$ cat src/design/kdr_pkg.sv
// Package for the key debounce block with auto-repeat.
// Holds phase codes, timing constants, register indexes and field widths.
// No dependencies.
package kdr_pkg;

   localparam int PhaseWidth = 3;
   localparam int CountWidth = 16;
   localparam int CsrIndexWidth = 1;

   typedef logic [PhaseWidth-1:0] phase_type;
   typedef logic [CountWidth-1:0] count_type;

   localparam phase_type PH_IDLE      = 3'd0;
   localparam phase_type PH_DEBOUNCE  = 3'd1;
   localparam phase_type PH_CONFIRMED = 3'd2;
   localparam phase_type PH_WAIT      = 3'd3;
   localparam phase_type PH_REPEAT    = 3'd4;

   localparam count_type DEBOUNCE_TICKS = 16'd15;
   localparam count_type CONFIRM_TICKS  = 16'd5;
   localparam count_type DEFAULT_REPEAT = 16'd20;
   localparam count_type DEFAULT_WAIT   = 16'd150;

   localparam count_type RESET_REPEAT_TIME = 16'd20;
   localparam count_type RESET_REPEAT_WAIT = 16'd500;

   localparam logic [CsrIndexWidth-1:0] CSR_REPEAT_TIME = 1'b0;
   localparam logic [CsrIndexWidth-1:0] CSR_REPEAT_WAIT = 1'b1;

   localparam logic CMD_SAMPLE = 1'b0;
   localparam logic CMD_TICK   = 1'b1;

endpackage

$ cat src/design/key_debounce_with_repeat.sv
// Key debounce and auto-repeat qualifier for one active-low key.
// Takes one item per clock while the request side is not stalled: the item is
// held in an input register, the phase update runs between that register and the
// result register, and a skid register lets a new item in while a result waits.
// The request side stalls only while the input register holds an item and both the
// result and skid registers are full.
// Depends on kdr_pkg.
module key_debounce_with_repeat
   import kdr_pkg::*;
(
   input  logic                     clock,
   input  logic                     reset,
   input  logic                     req_valid,
   output logic                     req_stall,
   input  logic                     req_command,
   input  logic                     req_pin_level,
   output logic                     rsp_valid,
   input  logic                     rsp_stall,
   output logic                     rsp_release_event,
   output logic                     rsp_repeat_event,
   output logic [PhaseWidth-1:0]    rsp_phase,
   input  logic                     csr_valid,
   output logic                     csr_ready,
   input  logic [CsrIndexWidth-1:0] csr_index,
   input  logic [CountWidth-1:0]    csr_wdata
);

   count_type repeat_time_ff, repeat_wait_ff;

   logic in_valid_ff, in_valid_in;
   logic in_command_ff, in_pin_ff;

   phase_type phase_ff, phase_in;
   count_type count_ff, count_in;

   logic      rsp_valid_ff, rsp_valid_in;
   logic      rsp_rel_ff, rsp_rel_in, rsp_rep_ff, rsp_rep_in;
   phase_type rsp_phase_ff, rsp_phase_in;

   logic      skid_valid_ff, skid_valid_in;
   logic      skid_rel_ff, skid_rel_in, skid_rep_ff, skid_rep_in;
   phase_type skid_phase_ff, skid_phase_in;

   logic      req_xfer, advance, rsp_xfer;
   logic      press, rel, rep;
   count_type rt, rw;

   assign csr_ready = 1'b1;

   always_ff @(posedge clock) begin
      if (reset) begin
         repeat_time_ff <= RESET_REPEAT_TIME;
         repeat_wait_ff <= RESET_REPEAT_WAIT;
      end else if (csr_valid && csr_ready) begin
         case (csr_index)
            CSR_REPEAT_TIME: repeat_time_ff <= csr_wdata;
            CSR_REPEAT_WAIT: repeat_wait_ff <= csr_wdata;
            default: ;
         endcase
      end
   end

   assign req_stall = in_valid_ff && skid_valid_ff;
   assign req_xfer  = req_valid && !req_stall;
   assign advance   = in_valid_ff && !skid_valid_ff;
   assign rsp_xfer  = rsp_valid_ff && !rsp_stall;
   assign in_valid_in = req_xfer || (in_valid_ff && !advance);

   // Phase and countdown update for the item in the input register.
   always_comb begin
      press    = !in_pin_ff;
      rt       = (repeat_time_ff != '0) ? repeat_time_ff : DEFAULT_REPEAT;
      rw       = (repeat_wait_ff != '0) ? repeat_wait_ff : DEFAULT_WAIT;
      rel      = 1'b0;
      rep      = 1'b0;
      phase_in = phase_ff;
      count_in = count_ff;
      if (in_command_ff == CMD_TICK) begin
         if (count_ff != '0) begin
            count_in = count_ff - 1'b1;
         end
      end else begin
         if (press && phase_ff == PH_IDLE) begin
            phase_in = PH_DEBOUNCE;
            count_in = DEBOUNCE_TICKS;
         end else if (phase_ff != PH_IDLE) begin
            if (press && phase_ff == PH_DEBOUNCE && count_ff == '0) begin
               phase_in = PH_CONFIRMED;
               count_in = CONFIRM_TICKS;
            end else if (!press && (phase_ff == PH_CONFIRMED || phase_ff == PH_WAIT)) begin
               rel      = 1'b1;
               phase_in = PH_IDLE;
            end else if (press && phase_ff == PH_CONFIRMED && count_ff == '0) begin
               phase_in = PH_WAIT;
               count_in = rw;
            end else if (press && phase_ff == PH_WAIT && count_ff == '0) begin
               phase_in = PH_REPEAT;
            end else if (press && phase_ff == PH_REPEAT && count_ff == '0) begin
               count_in = rt;
               rep      = 1'b1;
            end
         end
         // Any phase from wait upward drops back to idle once the key is up.
         if (phase_in >= PH_WAIT && !press) begin
            phase_in = PH_IDLE;
         end
      end
   end

   // Result register with a skid stage behind it.
   always_comb begin
      rsp_valid_in  = rsp_valid_ff && !rsp_xfer;
      rsp_rel_in    = rsp_rel_ff;
      rsp_rep_in    = rsp_rep_ff;
      rsp_phase_in  = rsp_phase_ff;
      skid_valid_in = skid_valid_ff;
      skid_rel_in   = skid_rel_ff;
      skid_rep_in   = skid_rep_ff;
      skid_phase_in = skid_phase_ff;
      if (skid_valid_ff && rsp_xfer) begin
         rsp_valid_in  = 1'b1;
         rsp_rel_in    = skid_rel_ff;
         rsp_rep_in    = skid_rep_ff;
         rsp_phase_in  = skid_phase_ff;
         skid_valid_in = 1'b0;
      end
      if (advance) begin
         if (!rsp_valid_ff || rsp_xfer) begin
            rsp_valid_in = 1'b1;
            rsp_rel_in   = rel;
            rsp_rep_in   = rep;
            rsp_phase_in = phase_in;
         end else begin
            skid_valid_in = 1'b1;
            skid_rel_in   = rel;
            skid_rep_in   = rep;
            skid_phase_in = phase_in;
         end
      end
   end

   always_ff @(posedge clock) begin
      if (reset) begin
         in_valid_ff   <= 1'b0;
         rsp_valid_ff  <= 1'b0;
         skid_valid_ff <= 1'b0;
         phase_ff      <= PH_IDLE;
         count_ff      <= '0;
      end else begin
         in_valid_ff   <= in_valid_in;
         rsp_valid_ff  <= rsp_valid_in;
         skid_valid_ff <= skid_valid_in;
         if (advance) begin
            phase_ff <= phase_in;
            count_ff <= count_in;
         end
      end
   end

   always_ff @(posedge clock) begin
      if (req_xfer) begin
         in_command_ff <= req_command;
         in_pin_ff     <= req_pin_level;
      end
      rsp_rel_ff    <= rsp_rel_in;
      rsp_rep_ff    <= rsp_rep_in;
      rsp_phase_ff  <= rsp_phase_in;
      skid_rel_ff   <= skid_rel_in;
      skid_rep_ff   <= skid_rep_in;
      skid_phase_ff <= skid_phase_in;
   end

   assign rsp_valid         = rsp_valid_ff;
   assign rsp_release_event = rsp_rel_ff;
   assign rsp_repeat_event  = rsp_rep_ff;
   assign rsp_phase         = rsp_phase_ff;

endmodule

$ cat config.mk
export PLATFORM = sky130hd
export DESIGN_NAME = key_debounce_with_repeat
export DESIGN_NICKNAME = d
export VERILOG_FILES = /design/src/design/kdr_pkg.sv /design/src/design/key_debounce_with_repeat.sv
export SDC_FILE = /design/constraint.sdc
export NUM_CORES = 1
export LEC_CHECK = 0
export BUFFER_PORTS_ARGS = -buffer_cell sky130_fd_sc_hd__buf_4
export CELL_PAD_IN_SITES_DETAIL_PLACEMENT = 0
export CELL_PAD_IN_SITES_GLOBAL_PLACEMENT = 1
export CORE_ASPECT_RATIO = 1.4
export CORE_UTILIZATION = 40
export CTS_CLUSTER_DIAMETER = 30
export DETAILED_ROUTE_END_ITERATION = 6
export HOLD_SLACK_MARGIN = 0.05
export PLACE_DENSITY_LB_ADDON = 0.25
export SLEW_MARGIN = 20
export SYNTH_ARGS = -nofsm -noshare
export SYNTH_HDL_FRONTEND = slang
export SYNTH_SLANG_ARGS = --single-unit
$ cat constraint.sdc
create_clock -name clock -period 2.7 [get_ports clock]
set_clock_uncertainty 0.1 [all_clocks]
set_input_delay 0.135 -clock clock [delete_from_list [all_inputs] [get_ports clock]]
set_output_delay 0.135 -clock clock [all_outputs]
set_load 0.005 [all_outputs]
==> results.cfg, run 1 <==
[worst_setup_path]
crit_buf_inv = 2
crit_path_start_kind = flop
cp-end-kind = flop
slowest_stage = or4b_4
arrival_ps = 2760
slowest_delay_ps = 490
path_cells = inv_1 > ha_1 > or4b_4 > or4_4 > a2111oi_4 > o21ai_2 > buf_4 > a211o_1 > a21oi_1
worstPathMaxFanout = 5
crit_type = reg -> reg
cpLargestDelayFamily = simple AND/OR/NAND/NOR gates
cp.required_ps = 2870

[power_and_ir_drop]
power_frac_clock_pct = 30.1
switching_share_pct = 30.0
p_leak_uw = 0.00174
power_frac_seq_pct = 40.8
p_int_uw = 1910
switchingPower_uw = 816
fin_total_pwr_uw = 2720
p_per_area_mw_per_mm2 = 652
peakVddDrop_mv = 0.331
p_comb_share_pct = 29.1

[clock_tree]
cts.clk_slew.worst_paths_ps = 70
clockRootBuffer = clkbuf_8
cts_buffer_depth = 2
cts_tree = built
clock_sinks = 66
clk_latency_ps = 340
numCtsBuffers = 9
htreeDepth = 3

[sta]
finalSetupViolCount = 0
finalMaxSlewViolations = 0
finalCritPeriodShare_pct = 95.9
hold_viol = 0
post-route-min-period_ps = 2590
setup_tns_ps = 0
relSlewSlack_pct = 55.2
max_freq_mhz = 386
final.setup.worst_slack_ps = 112
worst-slew-pin-transition_ps = 667
rsz0062_at_grt = yes

[yosys]
syn_nets = 424
synth_flop_cell = dfxtp_1
synth_compound_area_share_pct = 20.7
syn_avg_cell_area_um2 = 8.11
ys_types = 54
synth_area_leaders = dfxtp_1 36%, nand2_1 10%, a21oi_1 6.6%
synthAdderAreaFrac_pct = 0.696
synthSimpleGateAreaFrac_pct = 26.1
yosysTopAreaCell = dfxtp_1
ys_ff_latch = 66
synth_edf_count = 7
synthMuxAreaShare_pct = 5.30
syn_area_mm2 = 0.00324
synth_top_area_share_pct = 36.5
syn_inst = 399
seq_area_frac_synth_pct = 43.0
synth_top_family_by_area = simple AND/OR/NAND/NOR gates
ys.warnings.count = 0
async_reset_ff_share_pct = 0
synth_xor_xnor_area_share_pct = 0

[global_route]
grt_pass1_vias = 3053
antenna_found_initial = 0
grt_pass1_wl_um = 14600
grt_max_degree = 37
grt_overflow_total = 0
grt.total_usage_pct = 22.6

[hold_path]
hold_path.class = in -> reg

[drt]
drt-total-wl_um = 8810
wl_per_cell_um = 15.4
drt_pre_antenna_iters = 4
drtAntennaViolNets = 0
vias_per_cell = 5.51
via_count = 3144
route.detailed.drc = 0
drt_iter0_drc = 184

[floorplanning]
fp.dieW_um = 78.0
fp.dieH_um = 108
coreArea_mm2 = 0.00780
io_pins = 32
start_util_pct = 41.5
die_area_mm2 = 0.00846
rows = 38

[layout]
ff_latch_area_mm2 = 0.00139
nets = 492
drive_above_1_share_pct = 18.7
num_antenna_cells = 0
fill_cells = 789
areaGrowthSynthToFinish_pct = 29.0
design_area_mm2 = 0.00418
multi_input_area_mm2 = 0.00173

[status]
status = finished clean

[placed_design]
dp_slack_ps = -109
io_buffers = 30
hpwl_um = 6300
globalplace.congestion = 0.886
placedInstanceArea_mm2 = 0.00374

[run]
maxCapViolCount = 0
==> timing repair <==
item | 4_1_cts | 5_1_grt
hold endpoints to repair | 37 | 0
resized for setup | 2 | 2
pin swaps | 3 | 1
hold buffers | 20 | 0
buffers inserted | 0 | 3
endpoints found under the setup margin | 14 | 7
gates cloned | 0 | 0
==> logic make-up (layout without fill, tap and decap cells) <==
logic type / after synthesis / after routing
buffers and inverters: 32 / 104
AO/OA/AOI/OAI: 102 / 102
flip-flops: 66 / 66
other: 1 / 1
adder cells (fa/ha/maj): 2 / 2
multiplexers: 17 / 17
AND/OR/NAND/NOR: 179 / 179
==> sequential cells by signal, summed over array words and instances (netlist names), named ones only <==
register and count:
in_valid_ff 1, skid_rel_ff 1, in_pin_ff 1, rsp_valid 1, repeat_wait_ff 16, rsp_phase 3
repeat_time_ff 16, rsp_repeat_event 1, skid_phase_ff 3, skid_rep_ff 1, phase_ff 3, in_command_ff 1
count_ff 16, rsp_release_event 1
==> power groups by stage <==
| stage | registers, uW | clock network [uW] | logic [uW] |
|---|---|---|---|
| 2_1_floorplan | 1120 | 0 | 432 |
| 3_3_place_gp | 1130 | 0 | 697 |
| 3_5_place_dp | 1130 | 0 | 698 |
| 4_1_cts | 1110 | 844 | 739 |
| 5_1_grt | 1120 | 884 | 870 |
| 6_report | 1110 | 820 | 792 |
==> per-stage QoR <==
stage               hold slack (ps)  utilization [%]  std cells
finish                          115             53.5        571
global route                    127             53.5        571
CTS                             105             53.2        568
detailed placement              216             47.9        533
global placement                216             47.9        533
floorplan                       134                -        399
==> cells in the mapped netlist (2+ instances only) <==
cell type	n
buf_2	4
a211oi_1	2
o21ai_0	17
a21oi_1	43
o21a_1	3
nand2_1	88
nand4_1	6
nand3_1	19
edfxtp_1	7
nand3b_1	2
a32o_1	6
and2_1	3
or3_1	3
a41oi_1	2
nor3_1	8
a21o_1	2
inv_1	7
nor2_1	19
nor4_1	10
buf_4	2
or4_1	3
o32ai_1	4
o22ai_1	5
a31oi_1	2
a22o_1	2
mux2i_1	16
nor2b_1	4
clkbuf_1	19
nor4b_1	2
dfxtp_1	59
nand2b_1	4
o2bb2ai_1	3
and4b_1	2
==> placed cells by master (no fill, tap or decap), types with 4 or more instances in the layout <==
master / n
dfxtp_1: 59
nor2_1: 19
clkbuf_8: 12
dlygate4sd3_1: 20
nor4_1: 9
nor3_1: 8
nand4_1: 6
mux2i_1: 16
edfxtp_1: 7
o22ai_1: 5
buf_4: 59
o32ai_1: 4
nand2_1: 88
o21ai_0: 16
inv_1: 7
a21oi_1: 43
a32o_1: 6
nor2b_1: 4
nand3_1: 19
nand2b_1: 4
==> area by class of cell <==
| cell class | instances | area share [%] |
|---|---|---|
| clock inverters | 1 | 0.120 |
| inverters | 7 | 0.629 |
| clock buffers | 14 | 4.64 |
| multi-input cells | 301 | 41.4 |
| well taps | 100 | 3.00 |
| flip-flops and latches | 66 | 33.3 |
| repair buffers | 82 | 16.8 |
==> worst paths after layout <==
kind / slack (ps) / to / depth (start not counted) / from
hold / removal: 120 / rsp_valid / 2 / reset
setup / recovery: 110 / count_ff[1] / 9 / count_ff[0]
setup reg to reg: 110 / count_ff[1] / 9 / count_ff[0]
hold reg to reg: 370 / repeat_time_ff[7] / 2 / repeat_time_ff[7]
==> metal layers <==
| metal | part of all wire [%] | GRT usage, % | vias to the layer above |
|---|---|---|---|
| li1 | - | - | 1583 |
| met3 | 2.7 | 2.78 | 13 |
| met2 | 54 | 41.8 | 71 |
| met5 | 0 | 0 | - |
| met1 | 42 | 24.9 | 1477 |
| met4 | 2.0 | 12.6 | 0 |
No activity file was read; power rests on OpenSTA's default activity.
==> inputs of run 2 (changes only) <==
--- a/config.mk
+++ b/config.mk
@@ -5,7 +5,7 @@
 export SDC_FILE = /design/constraint.sdc
 export NUM_CORES = 1
 export LEC_CHECK = 0
-export BUFFER_PORTS_ARGS = -buffer_cell sky130_fd_sc_hd__buf_4
+export BUFFER_PORTS_ARGS = -buffer_cell sky130_fd_sc_hd__buf_2
 export CELL_PAD_IN_SITES_DETAIL_PLACEMENT = 0
 export CELL_PAD_IN_SITES_GLOBAL_PLACEMENT = 1
 export CORE_ASPECT_RATIO = 1.4
@@ -14,7 +14,6 @@
 export DETAILED_ROUTE_END_ITERATION = 6
 export HOLD_SLACK_MARGIN = 0.05
 export PLACE_DENSITY_LB_ADDON = 0.25
-export SLEW_MARGIN = 20
 export SYNTH_ARGS = -nofsm -noshare
 export SYNTH_HDL_FRONTEND = slang
 export SYNTH_SLANG_ARGS = --single-unit
==> run 2 against run 1 <==
  * Final area is 1.0% higher
  * Die area stayed put
  * First-iteration DRC count fell by 35%
  * Power rose by 7.9%
  * Sequential share of layout area shrank 0.29 points
  * Largest power group unchanged
==> results.cfg, run 2 (synthesized netlist as in run 1, its figures left out) <==
[status]
status = finished clean

[drt]
vias_per_cell = 5.46
via_count = 3133
drt_pre_antenna_iters = 4
drt-total-wl_um = 8970
wl_per_cell_um = 15.6
drtAntennaViolNets = 0
drt_iter0_drc = 120
route.detailed.drc = 0

[sta]
hold_viol = 0
finalSetupViolCount = 0
relSlewSlack_pct = 55.0
finalMaxSlewViolations = 0
worst-slew-pin-transition_ps = 670
max_freq_mhz = 372
post-route-min-period_ps = 2690
rsz0062_at_grt = yes
finalCritPeriodShare_pct = 99.5

[clock_tree]
numCtsBuffers = 9
clk_latency_ps = 350
clock_sinks = 66
cts.clk_slew.worst_paths_ps = 80
cts_tree = built
cts_buffer_depth = 2
htreeDepth = 3
clockRootBuffer = clkbuf_8

[power_and_ir_drop]
p_per_area_mw_per_mm2 = 696
power_frac_clock_pct = 35.6
power_frac_seq_pct = 37.7
p_comb_share_pct = 26.7
switchingPower_uw = 874
p_int_uw = 2060
switching_share_pct = 29.7
p_leak_uw = 0.00176
peakVddDrop_mv = 0.385

[floorplanning]
fp.dieW_um = 78.0
coreArea_mm2 = 0.00780
rows = 38
io_pins = 32
die_area_mm2 = 0.00846
fp.dieH_um = 108
start_util_pct = 41.5

[worst_setup_path]
slowest_delay_ps = 480
cp.required_ps = 2880
path_cells = inv_2 > ha_4 > or4b_4 > or4_4 > a2111oi_4 > o21ai_2 > buf_12 > a221o_1 > a21oi_2
slowest_stage = or4b_4
crit_path_start_kind = flop
crit_type = reg -> reg
arrival_ps = 2860
worstPathMaxFanout = 7
cp-end-kind = flop

[layout]
drive_above_1_share_pct = 20.7
layout_commonest_cell = nand2_1
largest_registers = count_ff: 16 flops, repeat_time_ff: 16 flops, repeat_wait_ff: 16 flops
nets = 494
areaGrowthSynthToFinish_pct = 30.3
design_area_mm2 = 0.00422
num_antenna_cells = 0
fin_util_pct = 54.1
final_cell_mix = 88 x nand2_1, 57 x dfxtp_1, 42 x a21oi_1, 30 x buf_2, 29 x buf_4

[global_route]
grt_pass1_vias = 3027
grt_pass1_wl_um = 14500
antenna_found_initial = 0
grt_overflow_total = 0
grt_max_degree = 36
grt.total_usage_pct = 22.3

[placed_design]
globalplace.congestion = 0.948
hpwl_um = 6510
placedInstanceArea_mm2 = 0.00370
io_buffers = 30

[hold_path]
hold_path.class = in -> reg

[run]
maxCapViolCount = 0
run 2: cell types whose count changed in the layout (fill, tap and decap cells not counted), moves of 2 or more:
cell and change:
buf_2 +30, buf_4 -30, clkbuf_8 -3, bufinv_16 +2, dfxtp_1 -2, dfxtp_2 +2
inv_1 -2, inv_2 +2
run 2: area by class of cell:
| cell class | instances | area [um2] |
|---|---|---|
| inverter | 7 | 26.3 |
| multi-input combinational | 301 | 1760 |
| fill | 780 | 3580 |
| clock inverter | 4 | 77.6 |
| sequential | 66 | 1390 |
| clock buffer | 12 | 178 |
| tap | 100 | 125 |
| timing repair buffer | 84 | 659 |
run 2: metal layers:
metal,global-route usage (%),share of wire (%),vias to the layer above
li1,-,-,1580
met1,25.0,43,1476
met2,41.0,51,62
met3,4.05,3.2,15
met4,9.52,2.2,0
met5,0,0,-
run 2: path summary, 6_finish.rpt:
kind | endpoint | from | cells after the start | slack (ps)
setup / recovery | count_ff[0] | count_ff[1] | 9 | 10
hold / removal | repeat_time_ff[3] | csr_index | 4 | 100
setup reg to reg | count_ff[0] | count_ff[1] | 9 | 10
hold reg to reg | repeat_time_ff[14] | repeat_time_ff[14] | 2 | 380
run 2: power groups by stage:
stage | registers [uW] | clock network (uW) | logic (uW)
3_5_place_dp | 1130 | 0 | 697
5_1_grt | 1120 | 1110 | 856
3_3_place_gp | 1130 | 0 | 690
6_report | 1110 | 1050 | 784
4_1_cts | 1110 | 1060 | 744
2_1_floorplan | 1120 | 0 | 432
run 2: metrics by stage:
stage,cells,setup WS (ps),power (uW),hold WS (ps),TNS (ps)
3_5_place_dp,536,-90.2,1830,215,-285
2_1_floorplan,399,-2.17,1560,134,-2.17
3_3_place_gp,536,-33.2,1820,217,-58.2
5_1_grt,574,-107,3080,122,-837
4_1_cts,572,3.71,2910,102,0
6_report,574,14.3,2940,102,0
run 2: timing repair:
action | 4_1_cts | 5_1_grt
resized for setup | 3 | 11
buffers inserted | 0 | 2
hold buffers | 20 | 0
hold endpoints to repair | 36 | 0
endpoints found under the setup margin | 13 | 6
pin swaps | 2 | 6
run 2: worst max-delay path, delay by kind of cell, from the launching register on:
kind	cells	cell delay [ps]
and+or+nand+nor	2	950
AOI/OAI and AO/OA	4	910
DFF	1	330
buffers and inverters	2	210
adders and majority gates	1	130
